[src/hw/rtl/ppg_pkg.sv]
// shared types, constants and lookup functions for the power profile governor
`default_nettype none

package ppg_pkg;

    localparam int unsigned WINDOW_W   = 31;
    localparam int unsigned LOAD_W     = 16;
    localparam int unsigned AC_W       = 2;
    localparam int unsigned PROFILE_W  = 2;
    localparam int unsigned EPP_W      = 8;
    localparam int unsigned PACK_W     = 2;
    localparam int unsigned COALESCE_W = 6;
    localparam int unsigned POLL_W     = 13;
    localparam int unsigned COUNT_W    = 2;
    localparam int unsigned CFG_IDX_W  = 2;
    localparam int unsigned CFG_DATA_W = 31;
    localparam int unsigned LEFT_W     = WINDOW_W + 2;

    localparam logic [COUNT_W-1:0] DOWNSHIFT_POLLS = COUNT_W'(3);

    localparam logic [PROFILE_W-1:0] PROFILE_PERF      = 2'd0;
    localparam logic [PROFILE_W-1:0] PROFILE_BALANCED  = 2'd1;
    localparam logic [PROFILE_W-1:0] PROFILE_POWERSAVE = 2'd2;
    localparam logic [PROFILE_W-1:0] PROFILE_NONE      = 2'd3;

    localparam logic [AC_W-1:0] AC_BATTERY = 2'd0;

    localparam logic [CFG_IDX_W-1:0] REG_INTERACTIVE_WINDOW = 2'd0;
    localparam logic [CFG_IDX_W-1:0] REG_LOAD_HIGH          = 2'd1;
    localparam logic [CFG_IDX_W-1:0] REG_LOAD_LOW           = 2'd2;

    localparam logic [WINDOW_W-1:0] WINDOW_RESET    = WINDOW_W'(10000);
    localparam logic [LOAD_W-1:0]   LOAD_HIGH_RESET = LOAD_W'(384);
    localparam logic [LOAD_W-1:0]   LOAD_LOW_RESET  = LOAD_W'(256);

    localparam logic [POLL_W-1:0] POLL_ACTIVE = POLL_W'(250);
    localparam logic [POLL_W-1:0] POLL_IDLE   = POLL_W'(500);
    localparam logic [POLL_W-1:0] POLL_SLOW   = POLL_W'(5000);
    localparam logic [LEFT_W-1:0] WINDOW_SLACK = LEFT_W'(100);

    typedef struct packed {
        logic [WINDOW_W-1:0] interactive_window_ms;
        logic [LOAD_W-1:0]   load_high_q8;
        logic [LOAD_W-1:0]   load_low_q8;
    } cfg_t;

    typedef struct packed {
        logic                 load_latch;
        logic [PROFILE_W-1:0] current_profile;
        logic [COUNT_W-1:0]   downshift_count;
    } gov_state_t;

    typedef struct packed {
        logic [AC_W-1:0]     ac_state;
        logic [LOAD_W-1:0]   load_q8;
        logic [WINDOW_W-1:0] idle_ms;
        logic                compositor_active;
    } sample_t;

    typedef struct packed {
        logic [PROFILE_W-1:0]  profile;
        logic [EPP_W-1:0]      epp_value;
        logic [PACK_W-1:0]     pack_mode;
        logic [COALESCE_W-1:0] coalesce_time;
        logic                  applied;
        logic [POLL_W-1:0]     next_poll_ms;
    } result_t;

    function automatic logic [EPP_W-1:0] profile_epp(input logic [PROFILE_W-1:0] p);
        logic [EPP_W-1:0] v;
        case (p)
            PROFILE_BALANCED:  v = EPP_W'(128);
            PROFILE_POWERSAVE: v = EPP_W'(240);
            default:           v = EPP_W'(32);
        endcase
        return v;
    endfunction

    function automatic logic [PACK_W-1:0] profile_pack(input logic [PROFILE_W-1:0] p);
        logic [PACK_W-1:0] v;
        case (p)
            PROFILE_BALANCED:  v = PACK_W'(1);
            PROFILE_POWERSAVE: v = PACK_W'(2);
            default:           v = PACK_W'(0);
        endcase
        return v;
    endfunction

    function automatic logic [COALESCE_W-1:0] profile_coalesce(
        input logic [PROFILE_W-1:0] p
    );
        logic [COALESCE_W-1:0] v;
        case (p)
            PROFILE_BALANCED:  v = COALESCE_W'(20);
            PROFILE_POWERSAVE: v = COALESCE_W'(50);
            default:           v = COALESCE_W'(0);
        endcase
        return v;
    endfunction

endpackage

`default_nettype wire

[src/hw/rtl/ppg_if.sv]
// handshake channel interfaces for samples, results and register writes
`default_nettype none

interface ppg_sample_if;
    import ppg_pkg::*;
    logic                valid;
    logic                ready;
    logic [AC_W-1:0]     ac_state;
    logic [LOAD_W-1:0]   load_q8;
    logic [WINDOW_W-1:0] idle_ms;
    logic                compositor_active;

    modport source (output valid, ac_state, load_q8, idle_ms, compositor_active,
                    input ready);
    modport sink (input valid, ac_state, load_q8, idle_ms, compositor_active,
                  output ready);
endinterface

interface ppg_result_if;
    import ppg_pkg::*;
    logic                  valid;
    logic                  ready;
    logic [PROFILE_W-1:0]  profile;
    logic [EPP_W-1:0]      epp_value;
    logic [PACK_W-1:0]     pack_mode;
    logic [COALESCE_W-1:0] coalesce_time;
    logic                  applied;
    logic [POLL_W-1:0]     next_poll_ms;

    modport source (output valid, profile, epp_value, pack_mode, coalesce_time,
                    applied, next_poll_ms, input ready);
    modport sink (input valid, profile, epp_value, pack_mode, coalesce_time,
                  applied, next_poll_ms, output ready);
endinterface

interface ppg_cfg_if;
    import ppg_pkg::*;
    logic                  valid;
    logic                  ready;
    logic [CFG_IDX_W-1:0]  index;
    logic [CFG_DATA_W-1:0] data;

    modport source (output valid, index, data, input ready);
    modport sink (input valid, index, data, output ready);
endinterface

`default_nettype wire

[src/hw/rtl/power_profile_governor.sv]
// top level: picks a power profile from each poll sample
// the result beat for an accepted sample is held in the output register
// throughput: one sample per cycle while the result side is ready; the single output register refills as it drains
// the whole decision is one combinational pass between the state and output registers
// reset: config and state registers return to their defaults, no latch, no profile, no pending downshift
// register writes are taken every cycle with no stall
`default_nettype none

module power_profile_governor (
    input  wire logic     clk,
    input  wire logic     rst_n,
    ppg_sample_if.sink    sample,
    ppg_result_if.source  result,
    ppg_cfg_if.sink       cfg
);
    import ppg_pkg::*;

    cfg_t       cfg_reg;
    gov_state_t state_reg;
    gov_state_t state_next;
    sample_t    sample_beat;
    result_t    result_next;
    result_t    result_reg;
    logic       out_valid_reg;
    logic       take;

    assign sample.ready = !out_valid_reg || result.ready;
    assign take         = sample.valid && sample.ready;
    assign cfg.ready    = 1'b1;

    assign sample_beat.ac_state          = sample.ac_state;
    assign sample_beat.load_q8           = sample.load_q8;
    assign sample_beat.idle_ms           = sample.idle_ms;
    assign sample_beat.compositor_active = sample.compositor_active;

    ppg_decide u_decide (
        .cfg_regs   (cfg_reg),
        .state      (state_reg),
        .sample     (sample_beat),
        .state_next (state_next),
        .result     (result_next)
    );

    always_ff @(posedge clk or negedge rst_n)
    begin
        if (!rst_n)
        begin
            cfg_reg.interactive_window_ms <= WINDOW_RESET;
            cfg_reg.load_high_q8          <= LOAD_HIGH_RESET;
            cfg_reg.load_low_q8           <= LOAD_LOW_RESET;
        end
        else if (cfg.valid)
        begin
            case (cfg.index)
                REG_INTERACTIVE_WINDOW: cfg_reg.interactive_window_ms <= cfg.data;
                REG_LOAD_HIGH:          cfg_reg.load_high_q8 <= cfg.data[LOAD_W-1:0];
                REG_LOAD_LOW:           cfg_reg.load_low_q8 <= cfg.data[LOAD_W-1:0];
                default:                ;
            endcase
        end
    end

    always_ff @(posedge clk or negedge rst_n)
    begin
        if (!rst_n)
        begin
            state_reg.load_latch      <= 1'b0;
            state_reg.current_profile <= PROFILE_NONE;
            state_reg.downshift_count <= '0;
            out_valid_reg             <= 1'b0;
        end
        else
        begin
            if (take)
            begin
                state_reg     <= state_next;
                out_valid_reg <= 1'b1;
            end
            else if (result.ready)
            begin
                out_valid_reg <= 1'b0;
            end
        end
    end

    always_ff @(posedge clk)
    begin
        if (take)
        begin
            result_reg <= result_next;
        end
    end

    assign result.valid         = out_valid_reg;
    assign result.profile       = result_reg.profile;
    assign result.epp_value     = result_reg.epp_value;
    assign result.pack_mode     = result_reg.pack_mode;
    assign result.coalesce_time = result_reg.coalesce_time;
    assign result.applied       = result_reg.applied;
    assign result.next_poll_ms  = result_reg.next_poll_ms;

`ifndef SYNTHESIS
    a_count_below_polls: assert property (@(posedge clk) disable iff (!rst_n)
        state_reg.downshift_count < DOWNSHIFT_POLLS)
        else $error("downshift count reached its limit");

    a_pending_not_powersave: assert property (@(posedge clk) disable iff (!rst_n)
        (state_reg.downshift_count != '0) |-> (state_reg.current_profile != PROFILE_POWERSAVE)
        && (state_reg.current_profile != PROFILE_NONE))
        else $error("downshift pending with no lower profile to go to");

    a_ac_forces_perf: assert property (@(posedge clk) disable iff (!rst_n)
        (take && (sample.ac_state != AC_BATTERY)) |=>
        (result.valid && (result.profile == PROFILE_PERF)))
        else $error("sample on external power did not give perf");

    a_result_has_profile: assert property (@(posedge clk) disable iff (!rst_n)
        result.valid |-> (result.profile != PROFILE_NONE))
        else $error("result beat without a profile");
`endif

endmodule

`default_nettype wire

[src/hw/rtl/ppg_decide.sv]
// per-sample profile decision: next governor state and the result beat
`default_nettype none

module ppg_decide (
    input  wire ppg_pkg::cfg_t       cfg_regs,
    input  wire ppg_pkg::gov_state_t state,
    input  wire ppg_pkg::sample_t    sample,
    output ppg_pkg::gov_state_t      state_next,
    output ppg_pkg::result_t         result
);
    import ppg_pkg::*;

    logic                 latch_next;
    logic [PROFILE_W-1:0] want;
    logic [PROFILE_W-1:0] profile_next;
    logic [COUNT_W-1:0]   count_next;
    logic [COUNT_W-1:0]   count_inc;
    logic                 applied;
    logic                 interactive;
    logic [LEFT_W-1:0]    left;
    logic [POLL_W-1:0]    poll;

    assign interactive = sample.idle_ms < cfg_regs.interactive_window_ms;
    assign count_inc   = state.downshift_count + COUNT_W'(1);

    // wanted profile with the battery load latch
    always_comb
    begin
        latch_next = state.load_latch;
        if (sample.ac_state != AC_BATTERY)
        begin
            want = PROFILE_PERF;
        end
        else if (state.load_latch && !(sample.load_q8 < cfg_regs.load_low_q8))
        begin
            want = PROFILE_PERF;
        end
        else if (!state.load_latch && (sample.load_q8 > cfg_regs.load_high_q8))
        begin
            latch_next = 1'b1;
            want       = PROFILE_PERF;
        end
        else
        begin
            latch_next = 1'b0;
            want       = interactive ? PROFILE_BALANCED : PROFILE_POWERSAVE;
        end
    end

    // upshift at once, downshift after a run of samples
    always_comb
    begin
        profile_next = state.current_profile;
        count_next   = '0;
        applied      = 1'b0;
        if ((state.current_profile == PROFILE_NONE) || (want < state.current_profile))
        begin
            profile_next = want;
            applied      = 1'b1;
        end
        else if (want > state.current_profile)
        begin
            if (count_inc >= DOWNSHIFT_POLLS)
            begin
                profile_next = want;
                applied      = 1'b1;
            end
            else
            begin
                count_next = count_inc;
            end
        end
    end

    assign left = {2'b00, cfg_regs.interactive_window_ms} - {2'b00, sample.idle_ms}
                  + WINDOW_SLACK;

    always_comb
    begin
        if (!sample.compositor_active)
        begin
            poll = (profile_next == PROFILE_POWERSAVE) ? POLL_IDLE : POLL_ACTIVE;
        end
        else if (count_next != '0)
        begin
            poll = POLL_IDLE;
        end
        else if (profile_next == PROFILE_BALANCED)
        begin
            if (left[LEFT_W-1] || (left < LEFT_W'(POLL_ACTIVE)))
            begin
                poll = POLL_ACTIVE;
            end
            else if (left > LEFT_W'(POLL_SLOW))
            begin
                poll = POLL_SLOW;
            end
            else
            begin
                poll = left[POLL_W-1:0];
            end
        end
        else
        begin
            poll = POLL_SLOW;
        end
    end

    assign state_next.load_latch      = latch_next;
    assign state_next.current_profile = profile_next;
    assign state_next.downshift_count = count_next;

    assign result.profile       = profile_next;
    assign result.epp_value     = profile_epp(profile_next);
    assign result.pack_mode     = profile_pack(profile_next);
    assign result.coalesce_time = profile_coalesce(profile_next);
    assign result.applied       = applied;
    assign result.next_poll_ms  = poll;

endmodule

`default_nettype wire

[src/flat_wrapper.sv]
// flat-port wrapper written by rule: the top's interface ports become plain ports
module power_profile_governor_flat import ppg_pkg::*;
  (clk, rst_n, sample_valid, sample_ac_state, sample_load_q8, sample_idle_ms, sample_compositor_active, sample_ready, result_valid, result_profile, result_epp_value, result_pack_mode, result_coalesce_time, result_applied, result_next_poll_ms, result_ready, cfg_valid, cfg_index, cfg_data, cfg_ready);
  ppg_sample_if sample_i ();
  ppg_result_if result_i ();
  ppg_cfg_if cfg_i ();
  input  wire logic clk;
  input  wire logic rst_n;
  input wire logic [$bits(sample_i.valid)-1:0] sample_valid;
  input wire logic [$bits(sample_i.ac_state)-1:0] sample_ac_state;
  input wire logic [$bits(sample_i.load_q8)-1:0] sample_load_q8;
  input wire logic [$bits(sample_i.idle_ms)-1:0] sample_idle_ms;
  input wire logic [$bits(sample_i.compositor_active)-1:0] sample_compositor_active;
  output wire logic [$bits(sample_i.ready)-1:0] sample_ready;
  output wire logic [$bits(result_i.valid)-1:0] result_valid;
  output wire logic [$bits(result_i.profile)-1:0] result_profile;
  output wire logic [$bits(result_i.epp_value)-1:0] result_epp_value;
  output wire logic [$bits(result_i.pack_mode)-1:0] result_pack_mode;
  output wire logic [$bits(result_i.coalesce_time)-1:0] result_coalesce_time;
  output wire logic [$bits(result_i.applied)-1:0] result_applied;
  output wire logic [$bits(result_i.next_poll_ms)-1:0] result_next_poll_ms;
  input wire logic [$bits(result_i.ready)-1:0] result_ready;
  input wire logic [$bits(cfg_i.valid)-1:0] cfg_valid;
  input wire logic [$bits(cfg_i.index)-1:0] cfg_index;
  input wire logic [$bits(cfg_i.data)-1:0] cfg_data;
  output wire logic [$bits(cfg_i.ready)-1:0] cfg_ready;
  assign sample_i.valid = sample_valid;
  assign sample_i.ac_state = sample_ac_state;
  assign sample_i.load_q8 = sample_load_q8;
  assign sample_i.idle_ms = sample_idle_ms;
  assign sample_i.compositor_active = sample_compositor_active;
  assign sample_ready = sample_i.ready;
  assign result_valid = result_i.valid;
  assign result_profile = result_i.profile;
  assign result_epp_value = result_i.epp_value;
  assign result_pack_mode = result_i.pack_mode;
  assign result_coalesce_time = result_i.coalesce_time;
  assign result_applied = result_i.applied;
  assign result_next_poll_ms = result_i.next_poll_ms;
  assign result_i.ready = result_ready;
  assign cfg_i.valid = cfg_valid;
  assign cfg_i.index = cfg_index;
  assign cfg_i.data = cfg_data;
  assign cfg_ready = cfg_i.ready;
  power_profile_governor u_core (.clk(clk), .rst_n(rst_n), .sample(sample_i), .result(result_i), .cfg(cfg_i));
endmodule
[config.mk]
export PLATFORM = sky130hd
export DESIGN_NAME = power_profile_governor_flat
export DESIGN_NICKNAME = d
export VERILOG_FILES = /design/src/hw/rtl/ppg_pkg.sv /design/src/hw/rtl/ppg_if.sv /design/src/hw/rtl/power_profile_governor.sv /design/src/hw/rtl/ppg_decide.sv /design/src/flat_wrapper.sv
export SDC_FILE = /design/constraint.sdc
export NUM_CORES = 1
export LEC_CHECK = 0
export BUFFER_PORTS_ARGS = -buffer_cell sky130_fd_sc_hd__buf_2
export CAP_MARGIN = 0
export CORE_ASPECT_RATIO = 0.7
export CORE_MARGIN = 4
export CORE_UTILIZATION = 45
export CTS_BUF_LIST = sky130_fd_sc_hd__clkbuf_8
export DETAILED_ROUTE_END_ITERATION = 10
export PLACE_DENSITY = 0.74
export SETUP_SLACK_MARGIN = 0.4
export SLEW_MARGIN = 5
export SYNTH_ARGS = -nofsm -noshare
export SYNTH_HDL_FRONTEND = slang
export SYNTH_HIERARCHICAL = 1
export SYNTH_SLANG_ARGS = --single-unit
[constraint.sdc]
create_clock -name clk -period 7.48 [get_ports clk]
set_clock_uncertainty 0.2 [all_clocks]
set_input_delay 1.122 -clock clk [delete_from_list [all_inputs] [get_ports clk]]
set_output_delay 1.122 -clock clk [all_outputs]
set_load 0.05 [all_outputs]
# --- Yosys cells after proc, flatten, opt, wreduce, memory -nomap -nowiden ---
# Index checks and enable logic that the tools add are counted.
word_totals:
  output_inout_bits: 35
  wordCells: 72
  regBits: 101
  in_bits: 88
classes:
  n_eq_ne: 5
  reduce_logical: 17
  magnitude_cmp: 8
  n_addsub: 3
  n_bitwise: 2
  mux: 24
ops:
  columns: ["cell", "n"]
  rows:
  - ["13-bit two-way mux", 5]
  - ["32-bit by 8-bit adder with 33-bit output (second input constant)", 1]
  - ["33-bit by 13-bit greater-than comparator with 1-bit output (second input constant)", 1]
  - ["33-bit by 8-bit less-than comparator with 1-bit output (second input constant)", 1]
  - ["31-bit by 31-bit subtractor with 32-bit output", 1]
  - ["31-bit less-than comparator", 1]
  - ["2-bit two-way mux", 10]
  - ["16-bit greater-than comparator", 1]
  - ["16-bit less-than comparator", 1]
  - ["8-bit case mux with 2 select lines", 1]
  - ["6-bit case mux with 2 select lines", 1]
  - ["9-bit two-way mux", 1]
  - ["2-bit equality test (second input constant)", 3]
  - ["2-bit AND reduction", 3]
  - ["2-bit nonzero test", 3]
  - ["1-bit two-way mux", 5]
  - ["2-bit by 1-bit equality test with 1-bit output (second input constant)", 2]
  - ["2-bit case mux with 2 select lines", 1]
  - ["1-bit logical AND", 3]
  - ["1-bit logical NOT", 3]
  - ["1-bit logical OR", 3]
  - ["3-bit AND reduction", 1]
  - ["2-bit by 1-bit adder with 2-bit output (second input constant)", 1]
  - ["2-bit >= comparator (second input constant)", 1]
  - ["other kinds (4)", 5]

# --- Logic depth before layout (Yosys ltp) ---
# Gate-level depths: netlist of the first run.
depth:
  word_depth: 12
  depth_mapped: 30
  mapped_depth_nobuf: 29

# --- Modules after synthesis ---
# The synthesis of the first run kept the hierarchy.
by_module_without_submodules:
  columns: ["module", "area_each_um2", "n_inst", "cells_per_inst", "seq_area_each_um2"]
  rows:
  - ["ppg_decide", 4212.8, 1, 643, 0.0]
  - ["power_profile_governor", 3569.7, 1, 183, 2700.1]

# --- Least setup slack after synthesis of the first run ---
# Ideal clock, no wire load.
synth_path:
  path_type: "input -> register"
  start: "input sample_idle_ms[0]"
  end: "register u_core.result_reg (netlist bit u_core/result.next_poll_ms[7]) (data pin)"
  n_path_buf: 0
  path_slack_ns: 0.892
  arrival_ns: 6.116
  stages: 26
  t_required_ns: 7.008
  setup_ns: 0.272
  path_cell_list: "ha_1 fa_1 nand2b_1 a211oi_2 o21ai_0 o21bai_1 o21ai_0 nand2_1 a21oi_1 o21ai_0 a21oi_1 a21o_1 and2_1 ha_1 nor2b_1 o21ai_0 a31o_2 mux2_2 ha_1 nor2b_1 o211ai_1 a22oi_1 o211ai_1 nor4b_4 nand4b_1 or4_1"
synth_lines:
  columns: ["element", "line", "text"]
  rows:
  - ["start, declared", "flat_wrapper.sv:12", "input wire logic [$bits(sample_i.idle_ms)-1:0] sample_idle_ms;"]
  - ["end signal, assigned", "power_profile_governor.sv:90", "result_reg <= result_next;"]
  - ["end, declared", "power_profile_governor.sv:23", "result_t result_reg;"]

==> results.py, run 1 <==
metrics = {
    "power_and_ir_drop": {
        "switching_share": 0.447,
        "share_comb_of_total_power": 0.532,
        "overall_power_mw": 2.35,
        "power_frac_clock": 0.149,
        "p_switching_mw": 1.05,
        "power_density_nw_per_um2": 268,
        "cell_internal_pwr_mw": 1.30,
        "cellLeakagePower_nw": 3.99,
        "sequential_power_share": 0.319,
        "max-vdd-ir-drop_mv": 0.145,
    },
    "global_route": {
        "grt_first_pass_wirelength_um": 30500,
        "first_global_vias": 5962,
        "grt.total_usage": 0.192,
        "grt_antenna_before_repair": 0,
        "grt_start_max_net_pins": 70,
        "grt_overflow": 0,
    },
    "sta": {
        "setup_viol_count_final": 0,
        "max_slew.worst_pin.slew_ns": 1.11,
        "grt_setup_unrepaired": "false",
        "max-slew-margin-rel": 0.257,
        "post-route-period-util": 0.905,
        "final_period_minus_worst_setup_slack_ns": 6.77,
        "fin_setup_tns_ns": 0,
        "hold_viol": 0,
        "final_max_slew_viol_count": 0,
        "achievable-frequency_mhz": 148,
        "worst_slack_ns": 0.713,
    },
    "detailed_routing": {
        "drt_pass1_iterations": 7,
        "viasPerCell": 5.52,
        "route.vias.total": 6421,
        "drc_errors": 0,
        "wirelength_um": 18500,
        "initialDrtViolationCount": 527,
        "wl_per_cell_um": 15.9,
        "antenna_violation_net_count_after_detailed_routing": 0,
    },
    "place": {
        "placedCellCount": 1145,
        "setup_slack_placement_ns": 0.122,
        "finalWeightedCongestion": 0.880,
        "port_buffers": 121,
        "placed_area_um2": 8510,
        "place_hpwl_um": 14700,
    },
    "layout": {
        "fraction_of_layout_cells_with_a_size_suffix_above_1": 0.276,
        "largest_register_ff_count": 63,
        "mostFrequentLayoutCells": "sky130_fd_sc_hd__buf_2, sky130_fd_sc_hd__inv_1, sky130_fd_sc_hd__mux2_2",
        "syn2layout_area_growth_pct": 12.6,
        "post_layout_nonfiller_instances": 1164,
        "final_common_cell": "sky130_fd_sc_hd__buf_2",
        "num-nets-final": 1091,
        "antennaDiodeCount": 0,
        "finish.instance_area_um2": 8770,
        "fill_cells": 1542,
    },
    "critical_path": {
        "timing.reg2reg.setup_slack_ns": 1.16,
        "rr_endpoint": "u_core/result.next_poll_ms[7]",
        "critical_path_required_ns": 7.42,
        "critical_path_peak_fanout": 6,
        "reg2reg_depth": 27,
        "worst-endpoint-arrival_ns": 6.70,
        "timing.critical_path.from_type": "input pin",
        "worst_r2r_startpoint": "u_core/cfg_reg[32]",
        "worst_setup_path_end_kind": "flip-flop",
        "crit_type": "input pin to flip-flop",
    },
    "synth": {
        "yosysUniqueCellTypes": 78,
        "syn_inst": 826,
        "mappedNetlistArea_um2": 7780,
        "ys_seq_area_frac": 0.347,
        "register_bit_total_from_synthesis": 101,
        "synth_ff_type": "sky130_fd_sc_hd__dfrtp_1",
        "number_of_enable_type_register_cells_in_the_synthesized_netlist": 32,
        "synth_async_sr_flop_share": 0.683,
        "synth_warnings": 6,
        "syn-mean-instance-area_um2": 9.42,
    },
    "cts": {
        "cts_tree": "done",
        "clock_tree.buffer_depth": 2,
        "tritoncts.num_buffers": 9,
        "cts_max_level": 3,
        "cts.root.buffer_cell": "sky130_fd_sc_hd__clkbuf_8",
        "clkLatencyLatePin_ns": 0.38,
        "clk_pin_slew_worst_paths_ns": 0.11,
        "tritoncts_num_sinks": 101,
    },
    "status": {
        "outcome": "completed",
    },
    "die": {
        "floorplan.die.height_um": 118,
        "design.portCount": 123,
        "design.die.area_um2": 19500,
        "rows": 39,
        "die_width_um": 165,
        "fp.coreArea_um2": 16600,
        "floorplan.initialDensity": 0.468,
    },
    "worst_hold_path": {
        "worst_hold_path.num_cells": 1,
        "worstHoldStart": "u_core/cfg_reg[5]",
        "hold_path_class": "flip-flop to flip-flop",
        "hold-path-endpoint": "u_core/cfg_reg[5]",
    },
    "flow_run": {
        "drv_cap": 0,
    },
}
-- worst max path at each step --
stage | from | to | slack [ns] | depth (start not counted)
floorplan | sample_idle_ms[0] | u_core/result.next_poll_ms[7] | 0.89 | 26
global placement | sample_idle_ms[0] | u_core/result.next_poll_ms[7] | 0.33 | 27
detailed placement | sample_idle_ms[0] | u_core/result.next_poll_ms[7] | 0.12 | 27
CTS | sample_idle_ms[0] | u_core/result.next_poll_ms[7] | 0.53 | 27
global route | sample_idle_ms[0] | u_core/result.next_poll_ms[7] | 0.38 | 29
finish | sample_idle_ms[0] | u_core/result.next_poll_ms[7] | 0.71 | 27
-- Yosys cell counts, types with 11 or more instances --
| library cell | number | area [um^2] |
|---|---|---|
| sky130_fd_sc_hd__xor2_1 | 14 | 123 |
| sky130_fd_sc_hd__xnor2_1 | 16 | 140 |
| sky130_fd_sc_hd__buf_2 | 11 | 55.1 |
| sky130_fd_sc_hd__mux2_2 | 71 | 800 |
| sky130_fd_sc_hd__nor3_1 | 25 | 125 |
| sky130_fd_sc_hd__inv_1 | 80 | 300 |
| sky130_fd_sc_hd__nand2_1 | 57 | 214 |
| sky130_fd_sc_hd__a21oi_1 | 48 | 240 |
| sky130_fd_sc_hd__a21o_1 | 19 | 143 |
| sky130_fd_sc_hd__dfrtp_1 | 59 | 1480 |
| sky130_fd_sc_hd__o21ai_0 | 37 | 185 |
| sky130_fd_sc_hd__ha_1 | 68 | 851 |
| sky130_fd_sc_hd__nand3_1 | 18 | 90.1 |
| sky130_fd_sc_hd__buf_4 | 22 | 165 |
| sky130_fd_sc_hd__nand4_1 | 20 | 125 |
| sky130_fd_sc_hd__nor2_1 | 49 | 184 |
| sky130_fd_sc_hd__edfxtp_1 | 32 | 961 |
-- routing by layer --
layer	up-vias	global-route usage	wire length, um	share of wire
met5	-	0	0	0
li1	3192	-	-	-
met2	199	0.267	7350	0.40
met3	15	0.0378	1220	0.066
met4	0	0.0255	104	0.0056
met1	3015	0.309	9790	0.53
-- final cells by class --
| type | instances | area [um^2] | share of cell area |
|---|---|---|---|
| inverters | 80 | 300 | 0.0343 |
| clock inverters | 7 | 73.8 | 0.00842 |
| well taps | 225 | 282 | 0.0321 |
| clock buffers | 9 | 124 | 0.0141 |
| flip-flops and latches | 101 | 2700 | 0.308 |
| repair buffers | 135 | 711 | 0.0811 |
| multi-input cells | 607 | 4580 | 0.522 |
-- power groups by stage --
stage	Sequential [mW]	Clock, mW	Combinational (mW)
floorplan	0.840	0	0.877
finish	0.748	0.350	1.25
CTS	0.749	0.369	1.22
detailed placement	0.761	0	1.21
global route	0.760	0.391	1.38
global placement	0.756	0	1.19
-- stage by stage --
step | hold WS (ns) | utilization
2_1_floorplan | 0.265 | -
3_3_place_gp | 0.279 | 0.511
3_5_place_dp | 0.292 | 0.511
4_1_cts | 0.317 | 0.523
5_1_grt | 0.323 | 0.527
6_report | 0.313 | 0.527
-- critical path: stages --
cell	delay, ns
sky130_fd_sc_hd__buf_2	0.12
sky130_fd_sc_hd__ha_1	0.22
sky130_fd_sc_hd__fa_1	0.41
sky130_fd_sc_hd__nand2b_1	0.22
sky130_fd_sc_hd__a211oi_4	0.36
sky130_fd_sc_hd__o21ai_2	0.14
sky130_fd_sc_hd__o21bai_2	0.20
sky130_fd_sc_hd__o21ai_0	0.16
sky130_fd_sc_hd__nand2_1	0.10
sky130_fd_sc_hd__a21oi_1	0.06
sky130_fd_sc_hd__o21ai_0	0.15
sky130_fd_sc_hd__a21oi_1	0.11
sky130_fd_sc_hd__a21o_1	0.21
sky130_fd_sc_hd__and2_1	0.15
sky130_fd_sc_hd__ha_1	0.28
sky130_fd_sc_hd__nor2b_1	0.12
sky130_fd_sc_hd__o21ai_0	0.10
sky130_fd_sc_hd__a31o_2	0.28
sky130_fd_sc_hd__mux2_2	0.27
sky130_fd_sc_hd__ha_1	0.22
sky130_fd_sc_hd__nor2b_1	0.15
sky130_fd_sc_hd__o211ai_1	0.11
sky130_fd_sc_hd__a22oi_1	0.17
sky130_fd_sc_hd__o211ai_1	0.17
sky130_fd_sc_hd__nor4b_4	0.33
sky130_fd_sc_hd__nand4b_1	0.23
sky130_fd_sc_hd__or4_1	0.55
-- cell families (layout without fill, tap and decap cells) --
logic type,Yosys count,count (layout),synth area share
xor gates and xnor gates,30,30,0.0338
and+or+nand+nor,242,242,0.166
other,2,7,0.000965
muxes,77,77,0.111
adders and majority gates,69,69,0.112
buffers and inverters,123,231,0.0730
DFF,101,101,0.347
AOI/OAI and AO/OA,182,182,0.156
-- what timing repair did --
item	in CTS	in global routing
setup buffers	0	3
setup endpoints to repair	0	12
hold buffers	0	0
resized for setup	0	8
No activity file was read; power rests on OpenSTA's default activity.
==> inputs of run 2 (changes only) <==
- clock period: 7.48 -> 6.4 ns (I/O delays scaled with it)
==> results.py, run 2 (synthesis gave the netlist of run 1 again) <==
metrics = {
    "status": {
        "outcome": "completed",
    },
    "sta": {
        "final_max_slew_viol_count": 0,
        "worst_slack_ns": 0.518,
        "setup_viol_count_final": 0,
        "final_period_minus_worst_setup_slack_ns": 5.88,
        "post-route-period-util": 0.919,
        "fin_setup_tns_ns": 0,
        "hold_viol": 0,
        "max_slew.worst_pin.slew_ns": 1.07,
        "achievable-frequency_mhz": 170,
        "grt_setup_unrepaired": "true",
        "max-slew-margin-rel": 0.284,
    },
    "global_route": {
        "grt.total_usage": 0.191,
        "grt_start_max_net_pins": 70,
        "first_global_vias": 6219,
        "grt_overflow": 0,
        "grt_first_pass_wirelength_um": 30600,
        "grt_antenna_before_repair": 0,
    },
    "layout": {
        "post_layout_nonfiller_instances": 1214,
        "fill_cells": 1491,
        "largest_register_ff_count": 63,
        "area.sequential_um2": 2700,
        "antennaDiodeCount": 0,
        "num-nets-final": 1141,
        "multiInputGateArea_um2": 4870,
        "fraction_of_layout_cells_with_a_size_suffix_above_1": 0.351,
        "mostFrequentLayoutCells": "sky130_fd_sc_hd__buf_2, sky130_fd_sc_hd__inv_1, sky130_fd_sc_hd__mux2_2",
        "syn2layout_area_growth_pct": 21.6,
        "final_common_cell": "sky130_fd_sc_hd__buf_2",
    },
    "die": {
        "design.portCount": 123,
        "design.die.area_um2": 19500,
        "fp.coreArea_um2": 16600,
        "floorplan.die.height_um": 118,
        "floorplan.initialDensity": 0.468,
        "die_width_um": 165,
        "rows": 39,
    },
    "critical_path": {
        "worst_r2r_startpoint": "u_core/cfg_reg[51]",
        "cp_num_buf_inv": 6,
        "critical_path_peak_fanout": 3,
        "path_common_cell": "sky130_fd_sc_hd__ha_4",
        "worst-endpoint-arrival_ns": 5.82,
        "rr_endpoint": "u_core/result.next_poll_ms[7]",
        "crit_type": "input pin to flip-flop",
        "critical_path.top_delay_family": "simple AND/OR/NAND/NOR gates",
        "slowest_delay_ns": 0.54,
        "reg2reg_depth": 27,
        "critical_path_required_ns": 6.34,
        "timing.reg2reg.setup_slack_ns": 0.76,
        "timing.critical_path.from_type": "input pin",
        "worst_setup_path_end_kind": "flip-flop",
        "crit_slowest_cell": "sky130_fd_sc_hd__or4_1",
    },
    "cts": {
        "cts_tree": "done",
        "tritoncts.num_buffers": 9,
        "clock_tree.buffer_depth": 2,
        "cts.root.buffer_cell": "sky130_fd_sc_hd__clkbuf_8",
        "clkLatencyLatePin_ns": 0.40,
        "tritoncts_num_sinks": 101,
        "clk_pin_slew_worst_paths_ns": 0.10,
        "cts_max_level": 3,
    },
    "detailed_routing": {
        "viasPerCell": 5.50,
        "initialDrtViolationCount": 500,
        "drc_errors": 0,
        "wl_per_cell_um": 15.6,
        "drt_pass1_iterations": 6,
        "antenna_violation_net_count_after_detailed_routing": 0,
        "wirelength_um": 19000,
        "route.vias.total": 6680,
    },
    "flow_run": {
        "drv_cap": 0,
    },
    "power_and_ir_drop": {
        "share_comb_of_total_power": 0.561,
        "sequential_power_share": 0.295,
        "cell_internal_pwr_mw": 1.70,
        "switching_share": 0.432,
        "power_frac_clock": 0.144,
        "overall_power_mw": 2.99,
        "cellLeakagePower_nw": 4.27,
        "p_switching_mw": 1.29,
        "power_density_nw_per_um2": 316,
        "max-vdd-ir-drop_mv": 0.175,
    },
    "worst_hold_path": {
        "worst_hold_path.num_cells": 1,
        "hold_path_class": "flip-flop to flip-flop",
        "worstHoldStart": "u_core/cfg_reg[56]",
        "hold-path-endpoint": "u_core/cfg_reg[56]",
    },
    "place": {
        "finalWeightedCongestion": 0.902,
        "placedCellCount": 1176,
        "setup_slack_placement_ns": -0.102,
        "place_hpwl_um": 14700,
        "port_buffers": 121,
    },
}
## run 2: stage by stage
step | hold slack, ns | instance area (um^2) | util
floorplan | 0.265 | 7850 | -
global placement | 0.278 | 8790 | 0.528
detailed placement | 0.292 | 8790 | 0.528
CTS | 0.317 | 9110 | 0.547
global route | 0.325 | 9460 | 0.569
finish | 0.311 | 9460 | 0.569
## run 2: worst max path at each step
| stage | start | endpoint | cells after the start |
|---|---|---|---|
| after floorplan | sample_idle_ms[0] | u_core/result.next_poll_ms[7] | 26 |
| after global placement | sample_load_q8[1] | u_core/result.next_poll_ms[7] | 29 |
| after detailed placement | sample_load_q8[1] | u_core/result.next_poll_ms[7] | 29 |
| after CTS | sample_load_q8[9] | u_core/result.next_poll_ms[7] | 30 |
| after global routing | sample_idle_ms[18] | u_core/result.next_poll_ms[7] | 30 |
| final | sample_idle_ms[18] | u_core/result.next_poll_ms[7] | 29 |
## run 2: cell type report
class                   instances  area share
well taps                     225      0.0298
repair buffers                185       0.116
clock buffers                   9      0.0131
flip-flops and latches        101       0.285
multi-input cells             607       0.515
clock inverters                 7     0.00860
inverters                      80      0.0317
## run 2: what timing repair did
| item | CTS | global route |
|---|---|---|
| hold endpoints to repair | 0 | 0 |
| hold buffers | 0 | 0 |
| gates resized for setup | 9 | 47 |
| setup buffers | 9 | 13 |
| setup endpoints to repair | 4 | 13 |
| pin swaps | 18 | 30 |
## run 2: power by group through the flow
| stage | Combinational [mW] | Clock (mW) | Sequential (mW) |
|---|---|---|---|
| floorplan | 1.04 | 0 | 0.982 |
| global placement | 1.47 | 0 | 0.885 |
| detailed placement | 1.49 | 0 | 0.890 |
| CTS | 1.54 | 0.444 | 0.877 |
| global route | 1.84 | 0.476 | 0.899 |
| finish | 1.68 | 0.430 | 0.883 |
## run 2: routing by layer
| metal | global-route usage | part of all wire | vias to the layer above |
|---|---|---|---|
| li1 | - | - | 3294 |
| met4 | 0.0478 | 0.014 | 0 |
| met2 | 0.262 | 0.41 | 255 |
| met5 | 0 | 0 | - |
| met3 | 0.0378 | 0.080 | 24 |
| met1 | 0.303 | 0.50 | 3107 |
==> inputs of run 3 (changes only) <==
- CORE_UTILIZATION: 45 -> 60
- PLACE_DENSITY: 0.74 -> 0.92
==> results.py, run 3 (synthesis gave the netlist of run 1 again) <==
metrics = {
    "status": {
        "outcome": "completed",
    },
    "sta": {
        "final.hold.worst_slack_ns": 0.309,
        "final_period_minus_worst_setup_slack_ns": 6.07,
        "max-slew-margin-rel": 0.244,
        "grt_setup_unrepaired": "true",
        "achievable-frequency_mhz": 165,
        "max_slew.worst_pin.slew_ns": 1.13,
        "post-route-period-util": 0.948,
        "worst_slack_ns": 0.331,
        "setup_viol_count_final": 0,
        "hold_viol": 0,
        "final_max_slew_viol_count": 0,
    },
    "flow_run": {
        "drv_cap": 0,
    },
    "die": {
        "die_width_um": 144,
        "floorplan.initialDensity": 0.620,
        "design.portCount": 123,
        "floorplan.die.height_um": 103,
        "design.die.area_um2": 14900,
        "rows": 34,
        "fp.coreArea_um2": 12500,
    },
    "cts": {
        "clk_pin_slew_worst_paths_ns": 0.10,
        "cts_tree": "done",
        "postCtsHoldBufs": 0,
        "tritoncts_num_sinks": 101,
        "cts_max_level": 3,
        "tritoncts.num_buffers": 9,
        "clock_tree.buffer_depth": 2,
        "clkLatencyLatePin_ns": 0.38,
        "cts.root.buffer_cell": "sky130_fd_sc_hd__clkbuf_8",
    },
    "critical_path": {
        "slowest_delay_ns": 0.54,
        "critical_path_peak_fanout": 5,
        "path_common_cell": "sky130_fd_sc_hd__ha_4",
        "worst_setup_path_end_kind": "flip-flop",
        "critical_path_required_ns": 6.33,
        "timing.critical_path.from_type": "input pin",
        "worst-endpoint-arrival_ns": 6.00,
        "crit_slowest_cell": "sky130_fd_sc_hd__or4_1",
        "crit_type": "input pin to flip-flop",
    },
    "detailed_routing": {
        "wirelength_um": 19600,
        "antenna_violation_net_count_after_detailed_routing": 0,
        "route.vias.total": 6897,
        "drc_errors": 0,
        "initialDrtViolationCount": 529,
        "drt_pass1_iterations": 6,
        "viasPerCell": 6.06,
        "wl_per_cell_um": 17.2,
    },
    "layout": {
        "largest_register_ff_count": 63,
        "final_common_cell": "sky130_fd_sc_hd__buf_2",
        "num-nets-final": 1129,
        "antennaDiodeCount": 0,
        "post_layout_nonfiller_instances": 1139,
        "finish.instance_area_um2": 9100,
        "mostFrequentLayoutCells": "sky130_fd_sc_hd__buf_2, sky130_fd_sc_hd__inv_1, sky130_fd_sc_hd__mux2_2",
        "syn2layout_area_growth_pct": 16.9,
        "fraction_of_layout_cells_with_a_size_suffix_above_1": 0.320,
    },
    "place": {
        "placed_area_um2": 8700,
        "place_hpwl_um": 15200,
        "finalWeightedCongestion": 0.942,
        "placedCellCount": 1111,
        "port_buffers": 121,
        "setup_slack_placement_ns": -0.155,
    },
    "global_route": {
        "grt_overflow": 0,
        "first_global_vias": 6503,
        "grt_start_max_net_pins": 70,
        "grt_first_pass_wirelength_um": 31100,
        "grt_antenna_before_repair": 0,
        "grt.total_usage": 0.259,
    },
    "power_and_ir_drop": {
        "overall_power_mw": 2.91,
        "power_density_nw_per_um2": 320,
        "cellLeakagePower_nw": 4.20,
        "max-vdd-ir-drop_mv": 0.152,
    },
    "worst_hold_path": {
        "hold_path_class": "flip-flop to flip-flop",
    },
}
-- run 3: cell count changes in the layout (fill, tap and decap cells not counted), moves of 3 or more --
cell                      before  now
sky130_fd_sc_hd__o21ai_1      12   15
sky130_fd_sc_hd__ha_1         55   64
sky130_fd_sc_hd__ha_4         12    4
sky130_fd_sc_hd__inv_1        76   80
sky130_fd_sc_hd__inv_2         4    0
sky130_fd_sc_hd__buf_4        63   52
-- run 3: power by group --
group	switching [mW]	internal, mW	total (mW)
combinational	0.990	0.639	1.63
clock	0.246	0.158	0.404
sequential	0.0643	0.816	0.881
total	1.30	1.61	2.91
-- run 3: metrics by stage --
step | utilization | setup TNS [ns]
after floorplan | - | 0
after global placement | 0.693 | 0
after detailed placement | 0.693 | -0.518
after CTS | 0.714 | 0
after global routing | 0.725 | 0
final | 0.725 | 0
-- run 3: path summary, 6_finish.rpt --
| path | cells past startpoint | start | slack (ns) | endpoint |
|---|---|---|---|---|
| max | 28 | sample_idle_ms[0] | 0.33 | u_core/result.next_poll_ms[7] |
| min | 1 | u_core/cfg_reg[57] | 0.31 | u_core/cfg_reg[57] |
| max reg2reg | 28 | u_core/cfg_reg[32] | 0.56 | u_core/result.next_poll_ms[7] |
| min reg2reg | 1 | u_core/cfg_reg[57] | 0.31 | u_core/cfg_reg[57] |
| max in group asynchronous | 2 | rst_n | 4.86 | u_core/cfg_reg[25] |
| min in group asynchronous | 2 | rst_n | 0.57 | u_core/cfg_reg[28] |
-- run 3: cell type report --
cell class | count | area [um^2]
flip-flops and latches | 101 | 2700
fillers | 871 | 3450
clock buffers | 10 | 138
multi-input cells | 607 | 4700
inverters | 80 | 300
well taps | 162 | 203
clock inverters | 6 | 55.1
repair buffers | 173 | 1000
-- run 3: routing by layer --
metal  global-route usage  up-vias  wire [um]
met3               0.0427       28       1750
met5                    0        -          0
met4               0.0658        0        228
met1                0.368     3260       8850
met2                0.415      345       8750
li1                     -     3264          -
-- run 3: critical path: cells and delay by family --
kind | cells | cell delay, ns
adder cells (fa/ha/maj) | 4 | 0.93
AO/OA/AOI/OAI | 14 | 2.15
buffers and inverters | 1 | 0.10
AND/OR/NAND/NOR | 9 | 1.84
-- run 3: what timing repair did --
item                                   in CTS  in global routing
endpoints found under the hold margin       0                  0
pin swaps                                  14                 26
resized for setup                          10                 18
setup endpoints to repair                   8                 13
setup buffers                               6                  6
